--- config.mk ---
export PLATFORM = sky130hd
export DESIGN_NAME = graph_query_tokenizer_top
export DESIGN_NICKNAME = d
export VERILOG_FILES = /design/src/rtl/gqt_pkg.sv /design/src/rtl/graph_query_tokenizer_top.sv
export SDC_FILE = /design/constraint.sdc
export NUM_CORES = 2
export LEC_CHECK = 0
export BUFFER_PORTS_ARGS = -buffer_cell sky130_fd_sc_hd__buf_2
export CAP_MARGIN = 20
export CORE_MARGIN = 5
export CORE_UTILIZATION = 47
export DETAILED_ROUTE_END_ITERATION = 7
export PLACE_DENSITY = 0.6
export SLEW_MARGIN = 20
export SYNTH_ARGS = -nofsm -noshare
export SYNTH_HDL_FRONTEND = slang
export SYNTH_SLANG_ARGS = --single-unit
--- constraint.sdc ---
create_clock -name clk -period 19.97 [get_ports clk]
set_clock_uncertainty 0.15 [all_clocks]
set_input_delay 3.994 -clock clk [delete_from_list [all_inputs] [get_ports clk]]
set_output_delay 3.994 -clock clk [all_outputs]
set_load 0.02 [all_outputs]
--- src/rtl/gqt_pkg.sv ---
// Shared types and constants for the graph query tokenizer.
// Holds token kinds, error codes, lexer modes, the result record and the keyword table.
// Depends on nothing.
`default_nettype none
package gqt_pkg;

  localparam int unsigned MAX_TEXT_BYTES = 1048576;
  localparam int unsigned KEYWORD_CHARS  = 8;
  localparam int unsigned NKEYWORDS      = 34;
  localparam int unsigned POS_W          = 21;

  // Position counters stop at these values on overlong text.
  localparam logic [POS_W-1:0] POS_MAX = POS_W'(MAX_TEXT_BYTES);
  localparam logic [POS_W-1:0] OFF_MAX = POS_W'(MAX_TEXT_BYTES - 1);

  // Token kinds.
  localparam logic [5:0] K_END      = 6'd0;
  localparam logic [5:0] K_IDENT    = 6'd1;
  localparam logic [5:0] K_INT      = 6'd2;
  localparam logic [5:0] K_REAL     = 6'd3;
  localparam logic [5:0] K_STRING   = 6'd4;
  localparam logic [5:0] K_PARAM    = 6'd5;
  localparam logic [5:0] K_KW0      = 6'd6;
  localparam logic [5:0] K_LPAREN   = 6'd40;
  localparam logic [5:0] K_RPAREN   = 6'd41;
  localparam logic [5:0] K_LBRACE   = 6'd42;
  localparam logic [5:0] K_RBRACE   = 6'd43;
  localparam logic [5:0] K_LBRACKET = 6'd44;
  localparam logic [5:0] K_RBRACKET = 6'd45;
  localparam logic [5:0] K_COLON    = 6'd46;
  localparam logic [5:0] K_COMMA    = 6'd47;
  localparam logic [5:0] K_DOT      = 6'd48;
  localparam logic [5:0] K_SEMI     = 6'd49;
  localparam logic [5:0] K_PLUS     = 6'd50;
  localparam logic [5:0] K_PLUSEQ   = 6'd51;
  localparam logic [5:0] K_MINUS    = 6'd52;
  localparam logic [5:0] K_ARROW    = 6'd53;
  localparam logic [5:0] K_STAR     = 6'd54;
  localparam logic [5:0] K_SLASH    = 6'd55;
  localparam logic [5:0] K_EQ       = 6'd56;
  localparam logic [5:0] K_NEQ      = 6'd57;
  localparam logic [5:0] K_LT       = 6'd58;
  localparam logic [5:0] K_LE       = 6'd59;
  localparam logic [5:0] K_GT       = 6'd60;
  localparam logic [5:0] K_GE       = 6'd61;

  // Error codes.
  localparam logic [2:0] E_NONE     = 3'd0;
  localparam logic [2:0] E_REAL     = 3'd1;
  localparam logic [2:0] E_INT      = 3'd2;
  localparam logic [2:0] E_UNTERM   = 3'd3;
  localparam logic [2:0] E_ESCAPE   = 3'd4;
  localparam logic [2:0] E_BANG     = 3'd5;
  localparam logic [2:0] E_PARAM    = 3'd6;
  localparam logic [2:0] E_CHAR     = 3'd7;

  // Lexer modes, one-hot.
  typedef enum logic [14:0] {
    M_IDLE    = 15'h0001,
    M_OP      = 15'h0002,
    M_COMMENT = 15'h0004,
    M_WORD    = 15'h0008,
    M_PARAM0  = 15'h0010,
    M_PARAM   = 15'h0020,
    M_STR     = 15'h0040,
    M_ESC     = 15'h0080,
    M_INT     = 15'h0100,
    M_DOT     = 15'h0200,
    M_FRAC    = 15'h0400,
    M_EXPE    = 15'h0800,
    M_EXPS    = 15'h1000,
    M_EXPD    = 15'h2000,
    M_DROP    = 15'h4000
  } lex_mode_t;

  // One result beat.
  typedef struct packed {
    logic [5:0]       kind;
    logic [2:0]       err;
    logic [POS_W-1:0] line;
    logic [POS_W-1:0] column;
    logic [19:0]      offset;
    logic [POS_W-1:0] length;
    logic [63:0]      value;
    logic             last;
  } res_t;

  typedef logic [7:0] word_buf_t [KEYWORD_CHARS];

  // Keyword text, right-justified, first letter in the highest used byte.
  localparam logic [63:0] KW_TEXT [NKEYWORDS] = '{
    64'("CREATE"), 64'("MATCH"), 64'("WHERE"), 64'("RETURN"), 64'("AND"),
    64'("OR"), 64'("NOT"), 64'("AS"), 64'("TRUE"), 64'("FALSE"), 64'("NULL"),
    64'("SET"), 64'("DELETE"), 64'("DETACH"), 64'("REMOVE"), 64'("DISTINCT"),
    64'("ORDER"), 64'("BY"), 64'("LIMIT"), 64'("SKIP"), 64'("OPTIONAL"),
    64'("WITH"), 64'("UNWIND"), 64'("EXISTS"), 64'("IS"), 64'("IN"),
    64'("STARTS"), 64'("ENDS"), 64'("CONTAINS"), 64'("COUNT"), 64'("SUM"),
    64'("AVG"), 64'("MIN"), 64'("MAX")
  };
  localparam logic [3:0] KW_LEN [NKEYWORDS] = '{
    4'd6, 4'd5, 4'd5, 4'd6, 4'd3, 4'd2, 4'd3, 4'd2, 4'd4, 4'd5, 4'd4,
    4'd3, 4'd6, 4'd6, 4'd6, 4'd8, 4'd5, 4'd2, 4'd5, 4'd4, 4'd8,
    4'd4, 4'd6, 4'd6, 4'd2, 4'd2, 4'd6, 4'd4, 4'd8, 4'd5, 4'd3,
    4'd3, 4'd3, 4'd3
  };

  // Kind of a finished word: a keyword when the buffered letters match one exactly.
  function automatic logic [5:0] word_kind(input word_buf_t buf_in, input logic [3:0] len);
    logic [5:0] k;
    logic       hit;
    k = K_IDENT;
    for (int i = 0; i < NKEYWORDS; i++) begin
      hit = (KW_LEN[i] == len);
      for (int j = 0; j < KEYWORD_CHARS; j++) begin
        if (j < int'(KW_LEN[i]) &&
            buf_in[j] != KW_TEXT[i][(int'(KW_LEN[i]) - 1 - j) * 8 +: 8]) begin
          hit = 1'b0;
        end
      end
      if (hit) k = K_KW0 + 6'(i);
    end
    return k;
  endfunction

endpackage
`default_nettype wire

--- src/rtl/graph_query_tokenizer_top.sv ---
// Streaming tokenizer: one text byte per input beat, up to two token beats out.
// A token enters the result queue at the clock edge that accepts the byte that ends it.
// Throughput: one byte per cycle; the four-entry result queue stalls input only
// while it holds three or more beats. Reset returns the lexer to the idle state
// at line 1, column 1, offset 0 and empties the queue.
// Depends on gqt_pkg.
`default_nettype none
module graph_query_tokenizer_top (
  input  wire logic        clk,
  input  wire logic        rst,
  input  wire logic        in_valid,
  output logic             in_stall,
  input  wire logic [7:0]  text_byte,
  output logic             out_valid,
  input  wire logic        out_stall,
  output logic [5:0]       token_kind,
  output logic [2:0]       error_code,
  output logic [20:0]      start_line,
  output logic [20:0]      start_column,
  output logic [19:0]      span_offset,
  output logic [20:0]      span_length,
  output logic [63:0]      int_value,
  output logic             last_of_run
);

  localparam int W = gqt_pkg::POS_W;

  // Lexer state.
  gqt_pkg::lex_mode_t lex_mode, lex_mode_next;
  logic [7:0]   held_char, held_char_next;
  logic [W-1:0] cur_line, cur_line_next, cur_column, cur_column_next;
  logic [W-1:0] cur_offset, cur_offset_next;
  logic [W-1:0] tok_line, tok_line_next, tok_column, tok_column_next;
  logic [W-1:0] tok_offset, tok_offset_next;
  logic [63:0]  int_accum, int_accum_next;
  logic         int_neg, int_neg_next, int_ovf, int_ovf_next;
  gqt_pkg::word_buf_t word_buffer;
  logic [3:0]   word_length, word_length_next;
  logic         buf_we;
  logic [2:0]   buf_idx;
  logic [7:0]   buf_data;

  // Result queue.
  gqt_pkg::res_t fifo [4];
  logic [1:0] rptr, wptr;
  logic [2:0] count;

  logic accept, pop;
  logic [7:0] c;
  logic first_v, second_v, do_start;
  gqt_pkg::res_t first_r, second_r;
  logic c_digit, c_alpha, c_word, c_blank;
  logic [7:0] c_upper;
  logic [W-1:0] off_plus1, gap_tok, gap_tok1;
  logic [67:0] prod;
  logic [67:0] limit;
  logic [5:0] punct;

  assign accept   = in_valid && !in_stall;
  assign pop      = out_valid && !out_stall;
  assign in_stall = (count > 3'd2);
  assign c        = text_byte;

  // Character classes, punctuation kinds, the integer step and the span arithmetic shared by the mode logic.
  always_comb begin
    c_digit   = (c >= "0") && (c <= "9");
    c_alpha   = ((c >= "a") && (c <= "z")) || ((c >= "A") && (c <= "Z"));
    c_word    = c_alpha || c_digit || (c == "_");
    c_blank   = (c == " ") || (c == 8'h09) || (c == 8'h0D) || (c == 8'h0A);
    c_upper   = ((c >= "a") && (c <= "z")) ? c - 8'd32 : c;
    off_plus1 = tok_offset + W'(1);
    gap_tok   = (cur_offset > tok_offset) ? cur_offset - tok_offset : '0;
    gap_tok1  = (cur_offset > off_plus1) ? cur_offset - off_plus1 : '0;
    prod      = {1'b0, int_accum, 3'd0} + {3'd0, int_accum, 1'b0} + 68'(c - "0");
    limit     = int_neg ? 68'h0_8000_0000_0000_0000 : 68'h0_7FFF_FFFF_FFFF_FFFF;
    case (c)
      "(":     punct = gqt_pkg::K_LPAREN;
      ")":     punct = gqt_pkg::K_RPAREN;
      "{":     punct = gqt_pkg::K_LBRACE;
      "}":     punct = gqt_pkg::K_RBRACE;
      "[":     punct = gqt_pkg::K_LBRACKET;
      "]":     punct = gqt_pkg::K_RBRACKET;
      ":":     punct = gqt_pkg::K_COLON;
      ",":     punct = gqt_pkg::K_COMMA;
      ".":     punct = gqt_pkg::K_DOT;
      ";":     punct = gqt_pkg::K_SEMI;
      "*":     punct = gqt_pkg::K_STAR;
      "/":     punct = gqt_pkg::K_SLASH;
      "=":     punct = gqt_pkg::K_EQ;
      default: punct = gqt_pkg::K_END;
    endcase
  end

  // One lexer step: the mode logic may finish a token, then the byte may start a new one.
  always_comb begin
    lex_mode_next    = lex_mode;
    held_char_next   = held_char;
    tok_line_next    = tok_line;
    tok_column_next  = tok_column;
    tok_offset_next  = tok_offset;
    int_accum_next   = int_accum;
    int_neg_next     = int_neg;
    int_ovf_next     = int_ovf;
    word_length_next = word_length;
    buf_we   = 1'b0;
    buf_idx  = word_length[2:0];
    buf_data = c_upper;
    first_v  = 1'b0;
    second_v = 1'b0;
    first_r  = '0;
    second_r = '0;
    do_start = 1'b0;
    first_r.line   = tok_line;
    first_r.column = tok_column;
    first_r.offset = tok_offset[19:0];

    case (lex_mode)
      gqt_pkg::M_IDLE: do_start = 1'b1;
      gqt_pkg::M_OP: begin
        if (held_char == "-") begin
          if (c == "-") begin
            lex_mode_next = gqt_pkg::M_COMMENT;
          end else if (c_digit) begin
            lex_mode_next  = gqt_pkg::M_INT;
            int_neg_next   = 1'b1;
            int_ovf_next   = 1'b0;
            int_accum_next = 64'(c - "0");
          end else if (c == ">") begin
            first_v = 1'b1; first_r.kind = gqt_pkg::K_ARROW; first_r.length = W'(2);
            lex_mode_next = gqt_pkg::M_IDLE;
          end else begin
            first_v = 1'b1; first_r.kind = gqt_pkg::K_MINUS; first_r.length = W'(1);
            do_start = 1'b1;
          end
        end else if (held_char == "!") begin
          first_v = 1'b1;
          if (c == "=") begin
            first_r.kind = gqt_pkg::K_NEQ; first_r.length = W'(2);
            lex_mode_next = gqt_pkg::M_IDLE;
          end else begin
            first_r = '0; first_r.err = gqt_pkg::E_BANG;
            first_r.line = cur_line; first_r.column = cur_column;
            lex_mode_next = gqt_pkg::M_DROP;
          end
        end else if (c == "=") begin
          first_v = 1'b1; first_r.length = W'(2);
          first_r.kind = (held_char == "+") ? gqt_pkg::K_PLUSEQ :
                         (held_char == "<") ? gqt_pkg::K_LE : gqt_pkg::K_GE;
          lex_mode_next = gqt_pkg::M_IDLE;
        end else begin
          first_v = 1'b1; first_r.length = W'(1);
          first_r.kind = (held_char == "+") ? gqt_pkg::K_PLUS :
                         (held_char == "<") ? gqt_pkg::K_LT : gqt_pkg::K_GT;
          do_start = 1'b1;
        end
      end
      gqt_pkg::M_COMMENT: begin
        if (c == 8'h0A || c == 8'h00) do_start = 1'b1;
      end
      gqt_pkg::M_WORD: begin
        if (c_word) begin
          if (word_length < 4'(gqt_pkg::KEYWORD_CHARS)) begin
            buf_we = 1'b1;
            word_length_next = word_length + 4'd1;
          end else begin
            word_length_next = 4'(gqt_pkg::KEYWORD_CHARS + 1);
          end
        end else begin
          first_v = 1'b1;
          first_r.kind = (word_length == 4'd0) ? gqt_pkg::K_IDENT :
                         gqt_pkg::word_kind(word_buffer, word_length);
          first_r.length = gap_tok;
          do_start = 1'b1;
        end
      end
      gqt_pkg::M_PARAM0: begin
        if (c_alpha || c == "_") begin
          lex_mode_next = gqt_pkg::M_PARAM;
        end else begin
          first_v = 1'b1; first_r = '0; first_r.err = gqt_pkg::E_PARAM;
          first_r.line = cur_line; first_r.column = cur_column;
          lex_mode_next = gqt_pkg::M_DROP;
        end
      end
      gqt_pkg::M_PARAM: begin
        if (!c_word) begin
          first_v = 1'b1; first_r.kind = gqt_pkg::K_PARAM;
          first_r.offset = off_plus1[19:0]; first_r.length = gap_tok1;
          do_start = 1'b1;
        end
      end
      gqt_pkg::M_STR: begin
        if (c == 8'h00 || c == 8'h0A) begin
          first_v = 1'b1; first_r = '0; first_r.err = gqt_pkg::E_UNTERM;
          first_r.line = cur_line; first_r.column = cur_column;
          lex_mode_next = gqt_pkg::M_DROP;
        end else if (c == 8'h22) begin
          first_v = 1'b1; first_r.kind = gqt_pkg::K_STRING;
          first_r.offset = off_plus1[19:0]; first_r.length = gap_tok1;
          lex_mode_next = gqt_pkg::M_IDLE;
        end else if (c == 8'h5C) begin
          lex_mode_next = gqt_pkg::M_ESC;
        end
      end
      gqt_pkg::M_ESC: begin
        if (c == 8'h22 || c == 8'h5C) begin
          lex_mode_next = gqt_pkg::M_STR;
        end else begin
          first_v = 1'b1; first_r = '0; first_r.err = gqt_pkg::E_ESCAPE;
          first_r.line = cur_line; first_r.column = cur_column;
          lex_mode_next = gqt_pkg::M_DROP;
        end
      end
      gqt_pkg::M_INT: begin
        if (c_digit) begin
          if (!int_ovf) begin
            if (prod > limit) int_ovf_next = 1'b1;
            else int_accum_next = prod[63:0];
          end
        end else if (c == ".") begin
          lex_mode_next = gqt_pkg::M_DOT;
        end else if (int_ovf) begin
          first_v = 1'b1; first_r = '0; first_r.err = gqt_pkg::E_INT;
          first_r.line = cur_line; first_r.column = cur_column;
          lex_mode_next = gqt_pkg::M_DROP;
        end else begin
          first_v = 1'b1; first_r.kind = gqt_pkg::K_INT; first_r.length = gap_tok;
          first_r.value = int_neg ? 64'd0 - int_accum : int_accum;
          do_start = 1'b1;
        end
      end
      gqt_pkg::M_DOT, gqt_pkg::M_EXPS: begin
        if (c_digit) begin
          lex_mode_next = (lex_mode == gqt_pkg::M_DOT) ? gqt_pkg::M_FRAC : gqt_pkg::M_EXPD;
        end else begin
          first_v = 1'b1; first_r = '0; first_r.err = gqt_pkg::E_REAL;
          first_r.line = cur_line; first_r.column = cur_column;
          lex_mode_next = gqt_pkg::M_DROP;
        end
      end
      gqt_pkg::M_FRAC, gqt_pkg::M_EXPD: begin
        if (c_digit) begin
          lex_mode_next = lex_mode;
        end else if (lex_mode == gqt_pkg::M_FRAC && (c == "e" || c == "E")) begin
          lex_mode_next = gqt_pkg::M_EXPE;
        end else begin
          first_v = 1'b1; first_r.kind = gqt_pkg::K_REAL; first_r.length = gap_tok;
          do_start = 1'b1;
        end
      end
      gqt_pkg::M_EXPE: begin
        if (c == "+" || c == "-") begin
          lex_mode_next = gqt_pkg::M_EXPS;
        end else if (c_digit) begin
          lex_mode_next = gqt_pkg::M_EXPD;
        end else begin
          first_v = 1'b1; first_r = '0; first_r.err = gqt_pkg::E_REAL;
          first_r.line = cur_line; first_r.column = cur_column;
          lex_mode_next = gqt_pkg::M_DROP;
        end
      end
      default: lex_mode_next = gqt_pkg::M_DROP;
    endcase

    // The byte lexed with no token in progress.
    if (do_start) begin
      lex_mode_next   = gqt_pkg::M_IDLE;
      tok_line_next   = cur_line;
      tok_column_next = cur_column;
      tok_offset_next = cur_offset;
      second_r.line   = cur_line;
      second_r.column = cur_column;
      second_r.offset = cur_offset[19:0];
      if (c == 8'h00) begin
        second_v = 1'b1; second_r.kind = gqt_pkg::K_END;
      end else if (c_blank) begin
        second_v = 1'b0;
      end else if (c_alpha || c == "_") begin
        lex_mode_next = gqt_pkg::M_WORD;
        buf_we = 1'b1; buf_idx = 3'd0;
        word_length_next = 4'd1;
      end else if (c_digit) begin
        lex_mode_next  = gqt_pkg::M_INT;
        int_neg_next   = 1'b0;
        int_ovf_next   = 1'b0;
        int_accum_next = 64'(c - "0");
      end else if (c == "+" || c == "-" || c == "<" || c == ">" || c == "!") begin
        lex_mode_next  = gqt_pkg::M_OP;
        held_char_next = c;
      end else if (c == 8'h22) begin
        lex_mode_next = gqt_pkg::M_STR;
      end else if (c == "$") begin
        lex_mode_next = gqt_pkg::M_PARAM0;
      end else if (punct != gqt_pkg::K_END) begin
        second_v = 1'b1; second_r.kind = punct; second_r.length = W'(1);
      end else begin
        second_v = 1'b1; second_r.err = gqt_pkg::E_CHAR; second_r.offset = '0;
        lex_mode_next = gqt_pkg::M_DROP;
      end
    end

    first_r.last  = !second_v;
    second_r.last = 1'b1;

    // Position tracking; the end byte starts a new text.
    if (c == 8'h00) begin
      lex_mode_next   = gqt_pkg::M_IDLE;
      cur_line_next   = W'(1);
      cur_column_next = W'(1);
      cur_offset_next = '0;
    end else begin
      cur_line_next   = cur_line;
      cur_column_next = cur_column;
      if (c == 8'h0A) begin
        if (cur_line < gqt_pkg::POS_MAX) cur_line_next = cur_line + W'(1);
        cur_column_next = W'(1);
      end else if (cur_column < gqt_pkg::POS_MAX) begin
        cur_column_next = cur_column + W'(1);
      end
      cur_offset_next = (cur_offset < gqt_pkg::OFF_MAX) ? cur_offset + W'(1) : cur_offset;
    end
  end

  // State registers.
  always_ff @(posedge clk) begin
    if (rst) begin
      lex_mode    <= gqt_pkg::M_IDLE;
      held_char   <= '0;
      cur_line    <= W'(1);
      cur_column  <= W'(1);
      cur_offset  <= '0;
      tok_line    <= W'(1);
      tok_column  <= W'(1);
      tok_offset  <= '0;
      int_accum   <= '0;
      int_neg     <= 1'b0;
      int_ovf     <= 1'b0;
      word_length <= '0;
    end else if (accept) begin
      lex_mode    <= lex_mode_next;
      held_char   <= held_char_next;
      cur_line    <= cur_line_next;
      cur_column  <= cur_column_next;
      cur_offset  <= cur_offset_next;
      tok_line    <= tok_line_next;
      tok_column  <= tok_column_next;
      tok_offset  <= tok_offset_next;
      int_accum   <= int_accum_next;
      int_neg     <= int_neg_next;
      int_ovf     <= int_ovf_next;
      word_length <= word_length_next;
    end
  end

  // Letter buffer for keyword matching.
  always_ff @(posedge clk) begin
    if (accept && buf_we) begin
      word_buffer[buf_idx] <= buf_data;
    end
  end

  // Result queue: up to two beats written per accepted byte, one read per beat out.
  always_ff @(posedge clk) begin
    if (accept && (first_v || second_v)) begin
      fifo[wptr] <= first_v ? first_r : second_r;
    end
    if (accept && first_v && second_v) begin
      fifo[wptr + 2'd1] <= second_r;
    end
  end

  always_ff @(posedge clk) begin
    if (rst) begin
      rptr  <= '0;
      wptr  <= '0;
      count <= '0;
    end else begin
      if (accept) wptr <= wptr + 2'({1'b0, first_v} + {1'b0, second_v});
      if (pop) rptr <= rptr + 2'd1;
      count <= count + (accept ? 3'({2'b0, first_v} + {2'b0, second_v}) : 3'd0)
               - {2'b0, pop};
    end
  end

  assign out_valid    = (count != 3'd0);
  assign token_kind   = fifo[rptr].kind;
  assign error_code   = fifo[rptr].err;
  assign start_line   = fifo[rptr].line;
  assign start_column = fifo[rptr].column;
  assign span_offset  = fifo[rptr].offset;
  assign span_length  = fifo[rptr].length;
  assign int_value    = fifo[rptr].value;
  assign last_of_run  = fifo[rptr].last;

endmodule
`default_nettype wire
# == Word-level counts from Yosys, hierarchy flattened ==
# Memories as Yosys holds them, arrays and structs flattened. A register that Yosys moved wholly into a read port is not among the register bits.
# Cells that the tools add are included.
# word_totals
mem_count,1
output_inout_bits,159
reg_bits,290
elab_cells,707
ramBits,628
# op_classes
eq_ne,139
addsub,20
bitwise,5
n_reduce_logical,47
mux,456
n_lt_le_gt_ge,16
# mem_list
name,words,word_bits,read_ports,rd_clocked_by_memory_dff,write_ports,line_no,text
fifo,4,157,1,1,2,graph_query_tokenizer_top.sv:44,gqt_pkg::res_t fifo [4];
# op_table
operator,count
$mux W64,14
$ne A8 B7 Y1 const B,79
$mux W157,3
$mux W15,29
$mux W41,10
$mux W21,17
$pmux W65 S5,1
$pmux W45 S7,1
$mux W151,2
$mux W149,2
$mux W1,277
$mux W6,42
$pmux W21 S10,1
$mux W65,3
$eq A8 B6 Y1 const B,21
$pmux W20 S8,1
$pmux W15 S9,1
$pmux W64 S2,1
$mux W92,1
$mux W85,1
$add A21 B1 Y21 const B,4
$pmux W6 S13,1
$add A67 B65 Y68,1
$add A68 B68 Y68,1
76 further kinds,169

# == Depth between registers and ports, before layout ==
# logic_depth
word_depth,47
ltp_mapped,34

# == Least setup slack after synthesis ==
# OpenSTA, ideal clock, no wires.
# synth_path
path_kind,input to register
from,input text_byte[4]
to,register int_accum[16]
cell_stages,30
required_time_ps,19701
slack_ps,7267
arrival_ps,12434
setup_ps,119
cell_sequence,ha_1 > clkbuf_1 > or3_1 > clkbuf_1 > inv_1 > fa_1 > ha_1 > a2111oi_0 > o21ai_1 > nand4_1 > nand2_1 > a31oi_1 > o21bai_1 > a21o_1 > a21oi_1 > xnor2_1 > ha_1 > a2111oi_2 > o21ai_1 > a311o_1 > a2111oi_0 > o21ai_1 > a211o_1 > a2111oi_2 > nor4b_4 > nand3_2 > a211o_1 > buf_2 > buf_6 > o221a_1
# synth_via
elab_chain_len,12
elab_cells_between_ends,60
classes_between,3 x add/sub; 7 x order compare; 11 x eq/ne; 25 x mux; 14 x reduce/logical
# synth_lines
item,line_no,text
"start, declared",graph_query_tokenizer_top.sv:13,"input wire logic [7:0] text_byte,"
$sub A8 B6 Y9,"graph_query_tokenizer_top.sv:74, graph_query_tokenizer_top.sv:127, graph_query_tokenizer_top.sv:286",
$add A68 B68 Y68,graph_query_tokenizer_top.sv:74,"prod = {1'b0, int_accum, 3'd0} + {3'd0, int_accum, 1'b0} + 68'(c - ""0"");"
$gt A68 B64 Y1,graph_query_tokenizer_top.sv:217,if (prod > limit) int_ovf_next = 1'b1;
$mux W64,graph_query_tokenizer_top.sv:217,
$mux W64,graph_query_tokenizer_top.sv:216,if (!int_ovf) begin
$mux W64,graph_query_tokenizer_top.sv:215,if (c_digit) begin
$pmux W64 S2,graph_query_tokenizer_top.sv:117,case (lex_mode)
$mux W64,graph_query_tokenizer_top.sv:282,end else if (c_digit) begin
$mux W64,graph_query_tokenizer_top.sv:278,"end else if (c_alpha || c == ""_"") begin"
$mux W64,graph_query_tokenizer_top.sv:276,end else if (c_blank) begin
$mux W64,graph_query_tokenizer_top.sv:274,if (c == 8'h00) begin
$mux W64 (*),graph_query_tokenizer_top.sv:266,if (do_start) begin
"end signal, assigned",graph_query_tokenizer_top.sv:348,int_accum <= int_accum_next;
"end, declared",graph_query_tokenizer_top.sv:35,"logic [63:0] int_accum, int_accum_next;"
# Mark *: on every way between the ends. The rest lies on a longest branch, timed or not.
# A chain may end at the register's enable or synchronous reset.

# == Final worst setup path ==
# layout_path
from,input text_byte[4]
to,register int_accum[26]
# Same word-level chain as after synthesis.

==> summary.md <==
| Metric | Value |
|---|---|
| Status | `completed` |
| Worst path slowest cell | `inv_2` |
| Syn avg cell area | `9.24 um2` |
| TritonCTS clock tree | `built` |
| Cells after synthesis | `5749` |
| Crit-path leading delay family | `simple AND/OR/NAND/NOR gates` |
| Worst-margin pin slew | `1.17 ns` |
| Layout cell share with drive strength beyond 1 | `11.4%` |
| DIE WIDTH | `346 um` |
| Die H | `346 um` |
| # IOs | `171` |
| Die Footprint | `120000 um2` |
| Max_cap viols | `0` |
| Post-route ant nets | `0` |
| Avg WL per Cell | `23.3 um` |
| Pin count of the biggest net entering global routing | `106` |
| Mapped cell area | `53100 um2` |
| Minimum clock period | `12.71 ns` |
| Htree depth | `3` |
| Mux cell area share after synthesis | `6.83%` |
| Crit-path max cell delay | `0.71 ns` |
| RSZ-0062 raised after global routing | `false` |
| Via count | `45506` |
| CP Max Fanout | `33` |
| Hold slack | `0.300 ns` |
| GP Congestion | `0.948` |
| P&R area growth vs syn | `10.2%` |
| HPWL after DPL | `111 mm` |
| Mapped Nets | `6025` |
| Hold path depth | `2` |
| Final Util | `52.1%` |
| Root Buffer Master | `clkbuf_16` |
| Number of nets in the layout | `5954` |
| Row count | `123` |
| Vias per cell | `6.26` |
| CTS Hold Buffers Added | `0` |
| Initial DRC Count | `4351` |
| Slew HR | `22.2%` |
| Pwr dens | `89.8 nW/um2` |
| Post-Synth Simple-Gate Area | `18.2%` |
| Period utilization | `63.6%` |
| Worst reg-to-reg path cell count | `29` |
| Setup violators final | `0` |
| Worst min path class | `reg2reg` |
| Synth Register Bits | `920` |
| Worst EP required | `20.41 ns` |
| DR pass1 iterations | `6` |
| Post-CTS resize count | `0` |
| Initial Utilization | `47.3%` |
| Synth warn | `0` |
| Vias in the first global route | `44157` |
| Leakage | `0.0207 uW` |
| Synth Area in Compound Gates | `18.9%` |
| FMAX | `0.0787 GHz` |
| Hold Fails Final Rpt | `0` |
| # DRC | `0` |
| Detailed Route WL | `169 mm` |
| Slew Limit Fails | `0` |
| Setup TNS | `0 ns` |
| Buf/Inv on CP | `5` |
| CP Class | `in2reg` |
| Clock buffer count from CTS | `102` |
| Worst skew pair latency | `0.73 ns` |
| Worst-path clk slew | `0.06 ns` |
| Adder-cell share of the synthesized area | `7.17%` |
| Critical Path Stages | `28` |
| Initial antenna violation count | `4` |
| Crit start category | `primary input` |
| Maximum VDD drop | `0.0000910 V` |
| PortBufs | `170` |
| Main flop type after synthesis | `dfxtp_1` |
| Core area | `112000 um2` |
| Clock Sinks | `920` |
| XOR/XNOR Fraction of Synth Area | `3.61%` |
| Synth cell types | `90` |
| CP Data Arrival Time | `13.15 ns` |
| Post-CTS setup buffers | `0` |
| Number of synthesized flops with an enable pin | `352` |
| Crit path capture type | `flip-flop` |
| Largest family of logic cells by synthesized area | `compound AO/OA/AOI/OAI gates` |
| Synth async-reset ratio | `0%` |
| Max clock buf depth | `3` |
| Gr usage total | `27.2%` |
| Seq/Total Area, Yosys | `41.3%` |
| Grt ovf | `0` |
| Global-route wire length before repair | `262 mm` |
[worst paths after layout]
| kind | from | to | slack (ns) |
|---|---|---|---|
| max | text_byte[4] | int_accum[26] | 7.26 |
| min | fifo[3][85] | fifo[3][85] | 0.30 |
| max reg2reg | int_accum[6] | int_accum[26] | 11.84 |
| min reg2reg | fifo[3][85] | fifo[3][85] | 0.30 |
[cells by family (layout without fill, tap and decap cells)]
| family | after synthesis | count (layout) |
|---|---|---|
| other | 0 | 3 |
| muxes | 166 | 166 |
| buffers and inverters | 534 | 551 |
| adders and majority gates | 264 | 264 |
| AOI/OAI and AO/OA | 1623 | 1623 |
| and+or+nand+nor | 2023 | 2023 |
| DFF | 920 | 920 |
| xor gates and xnor gates | 219 | 219 |
[registers in the layout, summed over array words and instances (netlist names), named ones only]
register and cells:
count 3, cur_column 21, cur_line 21, cur_offset 21, fifo 628, held_char 8
int_accum 64, int_neg 1, int_ovf 1, lex_mode 15, rptr 2, tok_column 21
tok_line 21, tok_offset 21, word_buffer 64, word_length 4, wptr 2
[power breakdown]
part           switching (uW)  internal [uW]  total, uW
logic                     836            352       1190
registers                54.0           2030       2090
clock network             822           1160       1980
[through the flow]
stage / instances / total power [uW] / setup slack, ns / cell area, um2
2_1_floorplan: 5749 / 2900 / 7.27 / 53100
3_3_place_gp: 7074 / 3300 / 6.72 / 55000
3_5_place_dp: 7074 / 3300 / 6.63 / 55000
4_1_cts: 7266 / 5280 / 7.38 / 58500
5_1_grt: 7268 / 5440 / 6.59 / 58500
6_report: 7269 / 5260 / 7.26 / 58500
[worst min-delay path: cells and delay by family, from the launching register on]
kind	cells	cell delay [ns]
DFF	1	0.32
AOI/OAI and AO/OA	1	0.05
and+or+nand+nor	1	0.04
[cell usage in the layout (no fill, tap or decap), types with 24 or more instances in the layout]
| cell | synthesis | routed |
|---|---|---|
| nor2_1 | 309 | 301 |
| buf_2 | 49 | 169 |
| buf_4 | 2 | 74 |
| a31oi_1 | 44 | 44 |
| clkbuf_16 | 0 | 103 |
| edfxtp_1 | 352 | 352 |
| xor2_1 | 66 | 66 |
| a21o_1 | 46 | 46 |
| o221ai_1 | 33 | 33 |
| o2bb2ai_1 | 35 | 34 |
| ha_1 | 197 | 197 |
| nand4_1 | 83 | 83 |
| dfxtp_1 | 568 | 565 |
| xnor2_1 | 153 | 153 |
| and3_1 | 86 | 85 |
| fa_1 | 67 | 67 |
| nor2b_1 | 42 | 42 |
| o21ai_0 | 725 | 725 |
| o21bai_1 | 27 | 26 |
| nor3_1 | 103 | 98 |
| nand2b_1 | 39 | 39 |
| nand2_1 | 715 | 707 |
| a211o_1 | 33 | 33 |
| nor4_1 | 43 | 41 |
| a32o_1 | 40 | 40 |
| a21oi_1 | 309 | 309 |
| or3_1 | 43 | 43 |
| a22oi_1 | 67 | 67 |
| inv_1 | 114 | 108 |
| and2_1 | 25 | 24 |
| nand3_1 | 415 | 412 |
| mux4_2 | 157 | 157 |
| a211oi_1 | 31 | 31 |
[per-layer routing]
metal	up-vias	GRT usage [%]	part of all wire [%]
met4	0	9.48	3.5
met3	342	4.99	7.5
met1	22249	36.3	42
li1	21216	-	-
met5	-	0	0
met2	1699	44.8	47
[cell type report]
| cell class | instances | area [um2] |
|---|---|---|
| clock inverter | 51 | 672 |
| fill | 10438 | 53800 |
| inverter | 115 | 437 |
| clock buffer | 141 | 2880 |
| timing repair buffer | 244 | 1420 |
| antenna | 3 | 7.51 |
| tap | 1500 | 1880 |
| sequential | 920 | 22000 |
| multi-input combinational | 4295 | 29300 |
[synth_stat cells, drive strengths merged, types with 40 or more instances]
master  instances  area share (%)
buf           116            0.99
nor2b          42            0.49
xnor2         153             2.5
mux4          157             6.7
a22oi          67            0.95
xor2           66             1.1
a21oi         309             2.9
or3            43            0.51
nand4          83            0.98
and3           86             1.0
a32o           40            0.75
a31oi          44            0.52
nor4           44            0.53
nor2          309             2.2
o21ai         735             6.9
nand3         416             3.9
dfxtp         568              21
nor3          103            0.97
ha            197             4.6
a21o           46            0.65
nand2         715             5.1
edfxtp        352              20
clkbuf        303             2.1
inv           114            0.81
fa             67             2.5
(Power assumes the default switching activity.)
